File: src/swpc_pkg.sv
// Shared types, constants and recode table of the surface water pixel classifier.
package swpc_pkg;

    localparam logic [7:0] MASK_FILL_CODE = 8'd255;
    localparam logic [7:0] NO_DATA_CODE   = 8'd255;

    localparam logic [7:0] MASK_SHADOW    = 8'd2;
    localparam logic [7:0] MASK_SNOW      = 8'd3;
    localparam logic [7:0] MASK_CLOUD     = 8'd4;

    localparam logic [7:0] CLASS_NOT_WATER = 8'd0;
    localparam logic [7:0] CLASS_OBSCURED  = 8'd9;

    localparam int CFG_INDEX_W = 4;
    localparam int CFG_DATA_W  = 32;

    typedef enum logic [CFG_INDEX_W-1:0] {
        REG_WETNESS      = 4'd0,
        REG_SHADOW       = 4'd1,
        REG_PART1_WET    = 4'd2,
        REG_PART2_WET    = 4'd3,
        REG_PART1_LIMITS = 4'd4,
        REG_PART2_LIMITS = 4'd5,
        REG_SLOPE_LIMIT  = 4'd6,
        REG_FILL         = 4'd7
    } t_reg_index;

    localparam logic [1:0] CLASS_LUT [32] = '{
        2'd0, 2'd0, 2'd2, 2'd2, 2'd2, 2'd2, 2'd2, 2'd2,
        2'd3, 2'd2, 2'd2, 2'd2, 2'd2, 2'd2, 2'd2, 2'd1,
        2'd3, 2'd2, 2'd2, 2'd2, 2'd2, 2'd2, 2'd2, 2'd1,
        2'd3, 2'd1, 2'd1, 2'd1, 2'd1, 2'd1, 2'd1, 2'd1
    };

    typedef struct packed {
        logic signed [15:0] wet_thr;
        logic signed [21:0] shadow_thr;
        logic signed [15:0] part1_wet;
        logic signed [15:0] part2_wet;
        logic        [31:0] part1_limits;
        logic        [31:0] part2_limits;
        logic        [15:0] slope_limit;
        logic signed [15:0] fill;
    } t_cfg;

    typedef struct packed {
        logic               no_data;
        logic signed [16:0] num;
        logic signed [16:0] den;
        logic signed [20:0] awesh;
        logic               vis;
        logic               p1_lim;
        logic               p2_lim;
        logic               steep;
        logic               obscured;
    } t_prep;

    typedef struct packed {
        logic               no_data;
        logic signed [16:0] num;
        logic               den_pos;
        logic               den_neg;
        logic               num_pos;
        logic signed [32:0] prod_wet;
        logic signed [32:0] prod_p1;
        logic signed [32:0] prod_p2;
        logic               vis;
        logic               shadow;
        logic               p1_lim;
        logic               p2_lim;
        logic               steep;
        logic               obscured;
    } t_ratio;

    typedef struct packed {
        logic       no_data;
        logic [4:0] test_bits;
        logic [7:0] raw_class;
        logic [7:0] masked_class;
        logic [7:0] slope_masked_class;
    } t_result;

endpackage

File: src/swpc_prep.sv
// First stage: band sums, fill detection, limit, slope and mask checks.
module swpc_prep import swpc_pkg::*; (
    input  logic               i_clk,
    input  logic               i_en,
    input  t_cfg               i_cfg,
    input  logic signed [15:0] i_blue,
    input  logic signed [15:0] i_green,
    input  logic signed [15:0] i_red,
    input  logic signed [15:0] i_near_infrared,
    input  logic signed [15:0] i_shortwave_one,
    input  logic signed [15:0] i_shortwave_two,
    input  logic        [7:0]  i_mask_code,
    input  logic        [15:0] i_slope_hundredths,
    output t_prep              o_prep
);

    t_prep              r_prep;
    t_prep              n_prep;
    logic signed [16:0] w_gr;
    logic signed [16:0] w_ns;
    logic signed [20:0] w_b4;
    logic signed [20:0] w_g8;
    logic signed [20:0] w_g2;
    logic signed [20:0] w_s4;
    logic signed [20:0] w_s2;
    logic signed [20:0] w_sw2;

    always_comb begin
        w_gr  = $signed({i_green[15], i_green}) + $signed({i_red[15], i_red});
        w_ns  = $signed({i_near_infrared[15], i_near_infrared})
              + $signed({i_shortwave_one[15], i_shortwave_one});
        w_b4  = $signed({{3{i_blue[15]}}, i_blue, 2'b00});
        w_g8  = $signed({{2{i_green[15]}}, i_green, 3'b000});
        w_g2  = $signed({{4{i_green[15]}}, i_green, 1'b0});
        w_s4  = $signed({{2{w_ns[16]}}, w_ns, 2'b00});
        w_s2  = $signed({{3{w_ns[16]}}, w_ns, 1'b0});
        w_sw2 = $signed({{5{i_shortwave_two[15]}}, i_shortwave_two});

        n_prep.no_data = (i_blue == i_cfg.fill) || (i_green == i_cfg.fill)
                      || (i_red == i_cfg.fill) || (i_near_infrared == i_cfg.fill)
                      || (i_shortwave_one == i_cfg.fill)
                      || (i_shortwave_two == i_cfg.fill)
                      || (i_mask_code == MASK_FILL_CODE);
        n_prep.num   = $signed({i_green[15], i_green})
                     - $signed({i_shortwave_one[15], i_shortwave_one});
        n_prep.den   = $signed({i_green[15], i_green})
                     + $signed({i_shortwave_one[15], i_shortwave_one});
        n_prep.awesh = w_b4 + w_g8 + w_g2 - w_s4 - w_s2 - w_sw2;
        n_prep.vis   = w_gr > w_ns;
        n_prep.p1_lim = ($signed({i_shortwave_one[15], i_shortwave_one})
                         < $signed({1'b0, i_cfg.part1_limits[15:0]}))
                     && ($signed({i_near_infrared[15], i_near_infrared})
                         < $signed({1'b0, i_cfg.part1_limits[31:16]}));
        n_prep.p2_lim = ($signed({i_shortwave_two[15], i_shortwave_two})
                         < $signed({1'b0, i_cfg.part2_limits[15:0]}))
                     && ($signed({i_near_infrared[15], i_near_infrared})
                         < $signed({1'b0, i_cfg.part2_limits[31:16]}));
        n_prep.steep = i_slope_hundredths >= i_cfg.slope_limit;
        n_prep.obscured = i_mask_code inside {MASK_SHADOW, MASK_SNOW, MASK_CLOUD};
    end

    always_ff @(posedge i_clk) begin
        if (i_en) begin
            r_prep <= n_prep;
        end
    end

    assign o_prep = r_prep;

endmodule

File: src/swpc_ratio.sv
// Second stage: threshold times denominator products and shadow test.
module swpc_ratio import swpc_pkg::*; (
    input  logic   i_clk,
    input  logic   i_en,
    input  t_cfg   i_cfg,
    input  t_prep  i_prep,
    output t_ratio o_ratio
);

    t_ratio r_ratio;
    t_ratio n_ratio;

    always_comb begin
        n_ratio.no_data  = i_prep.no_data;
        n_ratio.num      = i_prep.num;
        n_ratio.den_pos  = !i_prep.den[16] && (i_prep.den != 17'sd0);
        n_ratio.den_neg  = i_prep.den[16];
        n_ratio.num_pos  = !i_prep.num[16] && (i_prep.num != 17'sd0);
        n_ratio.prod_wet = i_cfg.wet_thr * i_prep.den;
        n_ratio.prod_p1  = i_cfg.part1_wet * i_prep.den;
        n_ratio.prod_p2  = i_cfg.part2_wet * i_prep.den;
        n_ratio.vis      = i_prep.vis;
        n_ratio.shadow   = $signed({i_prep.awesh[20], i_prep.awesh}) > i_cfg.shadow_thr;
        n_ratio.p1_lim   = i_prep.p1_lim;
        n_ratio.p2_lim   = i_prep.p2_lim;
        n_ratio.steep    = i_prep.steep;
        n_ratio.obscured = i_prep.obscured;
    end

    always_ff @(posedge i_clk) begin
        if (i_en) begin
            r_ratio <= n_ratio;
        end
    end

    assign o_ratio = r_ratio;

endmodule

File: src/swpc_class.sv
// Third stage: ratio comparisons, test word, recode and class overrides.
module swpc_class import swpc_pkg::*; (
    input  logic    i_clk,
    input  logic    i_en,
    input  t_ratio  i_ratio,
    output t_result o_result
);

    t_result            r_result;
    t_result            n_result;
    logic signed [33:0] w_num_sh;
    logic               w_wet;
    logic               w_p1;
    logic               w_p2;
    logic        [4:0]  w_bits;
    logic        [7:0]  w_raw;
    logic        [7:0]  w_slope;

    function automatic logic above(input logic signed [33:0] num_sh,
                                   input logic signed [32:0] prod,
                                   input logic den_pos, input logic den_neg,
                                   input logic num_pos);
        logic signed [33:0] p;
        p = $signed({prod[32], prod});
        if (den_pos) begin
            return num_sh > p;
        end else if (den_neg) begin
            return num_sh < p;
        end
        return num_pos;
    endfunction

    always_comb begin
        w_num_sh = $signed({{2{i_ratio.num[16]}}, i_ratio.num, 15'd0});
        w_wet = above(w_num_sh, i_ratio.prod_wet, i_ratio.den_pos, i_ratio.den_neg,
                      i_ratio.num_pos);
        w_p1  = above(w_num_sh, i_ratio.prod_p1, i_ratio.den_pos, i_ratio.den_neg,
                      i_ratio.num_pos);
        w_p2  = above(w_num_sh, i_ratio.prod_p2, i_ratio.den_pos, i_ratio.den_neg,
                      i_ratio.num_pos);
        w_bits = {w_p2 && i_ratio.p2_lim, w_p1 && i_ratio.p1_lim, i_ratio.shadow,
                  i_ratio.vis, w_wet};
        w_raw   = {6'd0, CLASS_LUT[w_bits]};
        w_slope = i_ratio.steep ? CLASS_NOT_WATER : w_raw;

        if (i_ratio.no_data) begin
            n_result.no_data            = 1'b1;
            n_result.test_bits          = 5'd0;
            n_result.raw_class          = NO_DATA_CODE;
            n_result.masked_class       = NO_DATA_CODE;
            n_result.slope_masked_class = NO_DATA_CODE;
        end else begin
            n_result.no_data            = 1'b0;
            n_result.test_bits          = w_bits;
            n_result.raw_class          = w_raw;
            n_result.masked_class       = i_ratio.obscured ? CLASS_OBSCURED : w_raw;
            n_result.slope_masked_class = i_ratio.obscured ? CLASS_OBSCURED : w_slope;
        end
    end

    always_ff @(posedge i_clk) begin
        if (i_en) begin
            r_result <= n_result;
        end
    end

    assign o_result = r_result;

endmodule

File: src/surface_water_pixel_classifier.sv
// Top level of the surface water pixel classifier: config registers and pipeline control.
//
//   channel   direction  handshake              payload
//   pixel     in         i_valid / o_ready      i_blue .. i_slope_hundredths
//   class     out        o_valid / i_ready      o_no_data .. o_slope_masked_class
//   config    in         i_cfg_we               i_cfg_index, i_cfg_data
//
// Three register stages (sums, multiplies, recode).
// One pixel enters per cycle while o_ready is high; each stage takes a new item
// whenever it is empty or the stage after it moves on, so bubbles close up under a stall.
// Reset empties the pipeline and loads the register defaults.
module surface_water_pixel_classifier import swpc_pkg::*; (
    input  logic                   i_clk,
    input  logic                   i_rst_n,
    input  logic                   i_valid,
    output logic                   o_ready,
    input  logic signed [15:0]     i_blue,
    input  logic signed [15:0]     i_green,
    input  logic signed [15:0]     i_red,
    input  logic signed [15:0]     i_near_infrared,
    input  logic signed [15:0]     i_shortwave_one,
    input  logic signed [15:0]     i_shortwave_two,
    input  logic        [7:0]      i_mask_code,
    input  logic        [15:0]     i_slope_hundredths,
    output logic                   o_valid,
    input  logic                   i_ready,
    output logic                   o_no_data,
    output logic        [4:0]      o_test_bits,
    output logic        [7:0]      o_raw_class,
    output logic        [7:0]      o_masked_class,
    output logic        [7:0]      o_slope_masked_class,
    input  logic                   i_cfg_we,
    input  logic [CFG_INDEX_W-1:0] i_cfg_index,
    input  logic [CFG_DATA_W-1:0]  i_cfg_data
);

    t_cfg    r_cfg;
    logic    r_v1;
    logic    r_v2;
    logic    r_v3;
    logic    w_rdy1;
    logic    w_rdy2;
    logic    w_rdy3;
    t_prep   w_prep;
    t_ratio  w_ratio;
    t_result w_result;

    assign w_rdy3  = !r_v3 || i_ready;
    assign w_rdy2  = !r_v2 || w_rdy3;
    assign w_rdy1  = !r_v1 || w_rdy2;
    assign o_ready = w_rdy1;

    always_ff @(posedge i_clk) begin
        if (!i_rst_n) begin
            r_v1 <= 1'b0;
            r_v2 <= 1'b0;
            r_v3 <= 1'b0;
        end else begin
            if (w_rdy1) begin
                r_v1 <= i_valid;
            end
            if (w_rdy2) begin
                r_v2 <= r_v1;
            end
            if (w_rdy3) begin
                r_v3 <= r_v2;
            end
        end
    end

    always_ff @(posedge i_clk) begin
        if (!i_rst_n) begin
            r_cfg.wet_thr      <= 16'sd403;
            r_cfg.shadow_thr   <= 22'sd0;
            r_cfg.part1_wet    <= -16'sd14418;
            r_cfg.part2_wet    <= -16'sd16384;
            r_cfg.part1_limits <= 32'd98305000;
            r_cfg.part2_limits <= 32'd131073000;
            r_cfg.slope_limit  <= 16'd3000;
            r_cfg.fill         <= -16'sd9999;
        end else if (i_cfg_we) begin
            case (i_cfg_index)
                REG_WETNESS:      r_cfg.wet_thr      <= $signed(i_cfg_data[15:0]);
                REG_SHADOW:       r_cfg.shadow_thr   <= $signed(i_cfg_data[21:0]);
                REG_PART1_WET:    r_cfg.part1_wet    <= $signed(i_cfg_data[15:0]);
                REG_PART2_WET:    r_cfg.part2_wet    <= $signed(i_cfg_data[15:0]);
                REG_PART1_LIMITS: r_cfg.part1_limits <= i_cfg_data;
                REG_PART2_LIMITS: r_cfg.part2_limits <= i_cfg_data;
                REG_SLOPE_LIMIT:  r_cfg.slope_limit  <= i_cfg_data[15:0];
                REG_FILL:         r_cfg.fill         <= $signed(i_cfg_data[15:0]);
                default: begin
                end
            endcase
        end
    end

    swpc_prep u_prep (
        .i_clk              (i_clk),
        .i_en               (w_rdy1 && i_valid),
        .i_cfg              (r_cfg),
        .i_blue             (i_blue),
        .i_green            (i_green),
        .i_red              (i_red),
        .i_near_infrared    (i_near_infrared),
        .i_shortwave_one    (i_shortwave_one),
        .i_shortwave_two    (i_shortwave_two),
        .i_mask_code        (i_mask_code),
        .i_slope_hundredths (i_slope_hundredths),
        .o_prep             (w_prep)
    );

    swpc_ratio u_ratio (
        .i_clk   (i_clk),
        .i_en    (w_rdy2 && r_v1),
        .i_cfg   (r_cfg),
        .i_prep  (w_prep),
        .o_ratio (w_ratio)
    );

    swpc_class u_class (
        .i_clk    (i_clk),
        .i_en     (w_rdy3 && r_v2),
        .i_ratio  (w_ratio),
        .o_result (w_result)
    );

    assign o_valid              = r_v3;
    assign o_no_data            = w_result.no_data;
    assign o_test_bits          = w_result.test_bits;
    assign o_raw_class          = w_result.raw_class;
    assign o_masked_class       = w_result.masked_class;
    assign o_slope_masked_class = w_result.slope_masked_class;

`ifndef SYNTH
    a_no_data_codes: assert property (@(posedge i_clk) disable iff (!i_rst_n)
        o_valid && o_no_data |-> o_test_bits == 5'd0 && o_raw_class == NO_DATA_CODE
            && o_masked_class == NO_DATA_CODE && o_slope_masked_class == NO_DATA_CODE)
        else $error("no-data result carries test bits or a water class");

    a_mask_override: assert property (@(posedge i_clk) disable iff (!i_rst_n)
        o_valid && !o_no_data && o_masked_class != o_raw_class
            |-> o_masked_class == CLASS_OBSCURED && o_slope_masked_class == CLASS_OBSCURED)
        else $error("masked class differs from raw class without an obscured override");

    a_slope_class: assert property (@(posedge i_clk) disable iff (!i_rst_n)
        o_valid && !o_no_data |-> o_slope_masked_class == o_masked_class
            || o_slope_masked_class == CLASS_NOT_WATER)
        else $error("slope masked class is neither the masked class nor not-water");

    a_stall_holds_stage: assert property (@(posedge i_clk) disable iff (!i_rst_n)
        r_v3 && !i_ready && r_v2 |=> r_v3 && r_v2)
        else $error("pipeline stage dropped an item under an output stall");
`endif

endmodule

File: config.mk
export PLATFORM = sky130hd
export DESIGN_NAME = surface_water_pixel_classifier
export DESIGN_NICKNAME = d
export VERILOG_FILES = /design/src/swpc_pkg.sv /design/src/swpc_prep.sv /design/src/swpc_ratio.sv /design/src/swpc_class.sv /design/src/surface_water_pixel_classifier.sv
export SDC_FILE = /design/constraint.sdc
export NUM_CORES = 2
export LEC_CHECK = 0
export BUFFER_PORTS_ARGS = -buffer_cell sky130_fd_sc_hd__buf_2
export CORE_MARGIN = 2
export CORE_UTILIZATION = 65
export DETAILED_ROUTE_END_ITERATION = 7
export PLACE_DENSITY_LB_ADDON = 0.12
export SLEW_MARGIN = 20
export SYNTH_ARGS = -nofsm -noshare
export SYNTH_HDL_FRONTEND = slang
export SYNTH_HIERARCHICAL = 1
export SYNTH_SLANG_ARGS = --single-unit
File: constraint.sdc
create_clock -name i_clk -period 29.4 [get_ports i_clk]
set_input_delay 4.41 -clock i_clk [delete_from_list [all_inputs] [get_ports i_clk]]
set_output_delay 4.41 -clock i_clk [all_outputs]
set_load 0.005 [all_outputs]
==> flow_summary.ini <==
[floorplan]
fp-row-count = 106
die_area_um2 = 86700
fp.dieH_um = 294
io_pins = 193
initial_core_util = 0.656
dieWidth_um = 294
core-area_um2 = 83600

[cts]
root_buffer = clkbuf_16
cts_tree = done
cts_buffers = 46
cts_sinks = 370
postCtsHoldBufs = 0
cts.clk_slew.worst_paths_ns = 0.06
htree_levels = 2
ctsResizeCount = 0
clock_latency_ns = 0.61
post_cts_buffers = 0
cts_buffer_depth = 3

[sta]
skew_ns = 0.0263
tightestPinTransition_ns = 1.14
relSlewSlack = 0.233
fin_crit_ns = 9.82
timing.fmax_mhz = 102
fin_crit_sh = 0.334
drv_slew = 0
worst_hold_slack_ns = 0.418
finalHoldViolations = 0
rsz0062_at_grt = false
setup_violations = 0
setup_tns_ns = 0

[global_routing]
antenna_found_initial = 2
grt_pass1_vias = 42500
grt_use_total = 0.364
grt_overflow = 0
grt_pass1_wl_mm = 238
grt_start_max_net_pins = 94

[synthesis]
synthFlopType = edfxtp_1
synth.avg_cell_area_um2 = 9.49
synth_cells = 5780
syn-num-nets = 7340
synth_area_um2 = 54800
async_flop_share = 0
synth_edf_count = 201
ys_seq_area_frac = 0.172
ys_warn_count = 6
synth_seq_cells = 370
synth_cell_types = 106

[placement]
hpwl_mm = 118
gp_congestion = 0.985
io_buffer_count = 192
dp_cells = 6860

[route]
routed_wl_mm = 152
vias = 40200
first_pass_iters = 8
drtAntennaViolNets = 0
routedWlPerCell_um = 21.8
drcViolationCount = 0
via_per_inst = 5.78
first_iter_violations = 2984

[cells_and_area]
drive_gt1_frac = 0.0632
fill_cells = 6666
instances_no_fill = 6947
nets = 7388
syn_to_final_growth_pct = 5.83
seqCellArea_um2 = 9420
multi_input_area_um2 = 39800

[worst_setup_path]
cp-start-kind = input pin
ff2ff_setup_slack_ns = 21.65
r2r_start = u_prep/o_prep[41]$_DFFE_PP_
r2r-end = u_ratio/o_ratio[38]$_DFFE_PP_
worstPathArrival_ns = 5.41
worstPathRequired_ns = 24.99
crit_path_end_kind = primary output
r2r_cells = 20
criticalPathCategory = input pin to primary output
worstPathMaxFanout = 6

[flow_run]
max_cap_violations = 0

[min_path]
hold_class = flip-flop to flip-flop
whs_path_depth = 0
min_to = u_ratio/o_ratio[5]$_DFFE_PP_
worstHoldStart = u_prep/o_prep[4]$_DFFE_PP_

[outcome]
status = complete, no violations
==> worst max-delay path by stage <==
stage / start / to / cells after the start
2_1_floorplan: i_ready / u_ratio/o_ratio[0]$_DFFE_PP_ / 2
3_5_place_dp: i_shortwave_one[1] / u_prep/o_prep[25]$_DFFE_PP_ / 23
4_1_cts: i_ready / o_ready / 4
5_1_grt: i_ready / o_ready / 4
3_3_place_gp: i_near_infrared[0] / u_prep/o_prep[25]$_DFFE_PP_ / 24
6_report: i_ready / o_ready / 4
==> synthesized netlist by cell type (5+ instances only) <==
cell / number / share of area
a211o_1: 9 / 0.0014
ha_1: 506 / 0.12
edfxtp_1: 201 / 0.11
o21bai_1: 18 / 0.0025
fa_1: 893 / 0.33
nand2b_1: 62 / 0.0071
nor3b_1: 6 / 0.00082
nor2_1: 168 / 0.011
o21a_1: 37 / 0.0051
a21boi_0: 7 / 0.00096
buf_4: 21 / 0.0029
clkbuf_1: 180 / 0.012
mux2i_1: 135 / 0.025
or2_2: 7 / 0.00080
inv_1: 1238 / 0.085
nand4_1: 36 / 0.0041
a211oi_1: 22 / 0.0030
nor4_1: 44 / 0.0050
nor3_1: 41 / 0.0037
xnor2_1: 172 / 0.027
and2_1: 401 / 0.046
xor2_1: 102 / 0.016
o211ai_1: 22 / 0.0030
or3_1: 16 / 0.0018
buf_2: 12 / 0.0011
a21oi_1: 184 / 0.017
o21ai_0: 88 / 0.0080
o21ai_1: 7 / 0.00064
nand2_1: 595 / 0.041
buf_6: 8 / 0.0016
a2111oi_0: 6 / 0.00096
a21o_1: 85 / 0.012
o31ai_1: 5 / 0.00068
a221o_1: 5 / 0.00091
a31o_2: 7 / 0.0011
and3_1: 19 / 0.0022
o41ai_1: 6 / 0.00096
nand3_1: 39 / 0.0036
dfxtp_1: 169 / 0.062
nor2b_1: 63 / 0.0072
a31oi_1: 22 / 0.0025
buf_1: 7 / 0.00048
==> through the flow <==
step | area [um^2] | utilization | setup slack, ns
3_5_place_dp | 56400 | 0.675 | 19.43
5_1_grt | 58000 | 0.695 | 19.50
2_1_floorplan | 54800 | - | 14.99
6_report | 58000 | 0.695 | 19.58
3_3_place_gp | 56400 | 0.675 | 19.48
4_1_cts | 58000 | 0.694 | 19.63
==> critical path: stages <==
cell and delay (ns):
buf_2 0.10, nor2b_1 0.57, nand3_1 0.17, buf_2 0.16
==> cell families after synthesis <==
family / Yosys count / share of synthesized area
DFF: 370 / 0.172
xor gates and xnor gates: 274 / 0.0438
buffers and inverters: 1467 / 0.104
adders and majority gates: 1399 / 0.441
muxes: 136 / 0.0251
AOI/OAI and AO/OA: 596 / 0.0729
and+or+nand+nor: 1538 / 0.142
==> routing by layer <==
layer	share of wire	track usage
met2	0.48	0.620
met5	0.00013	0
met4	0.059	0.179
met3	0.067	0.0443
met1	0.39	0.462
==> cell type report <==
type / count / share of cell area
diodes: 1 / 0.0000431
clock buffers: 58 / 0.0224
clock inverters: 28 / 0.00509
inverters: 1238 / 0.0801
multi-input cells: 3943 / 0.685
flip-flops and latches: 370 / 0.162
well taps: 1080 / 0.0233
repair buffers: 229 / 0.0215
==> sequential cells by signal (all words and copies together) (netlist names) <==
| register | count |
|---|---|
| u_class/o_result | 15 |
| u_prep/o_prep | 60 |
| r_v2 | 1 |
| u_ratio/o_ratio | 126 |
| r_cfg | 166 |
| o_valid | 1 |
| r_v1 | 1 |
==> cells in the final DEF, fill, tap and decap left out, types with 168 or more instances in the layout <==
master	n
xnor2_1	172
fa_1	893
inv_1	1238
dfxtp_1	169
ha_1	506
nor2_1	168
and2_1	401
a21oi_1	184
nand2_1	595
buf_2	191
edfxtp_1	201
Power is left out: the tool's default activity adds up to more than one toggle a clock period on the data nets, which glitch-free logic cannot reach.
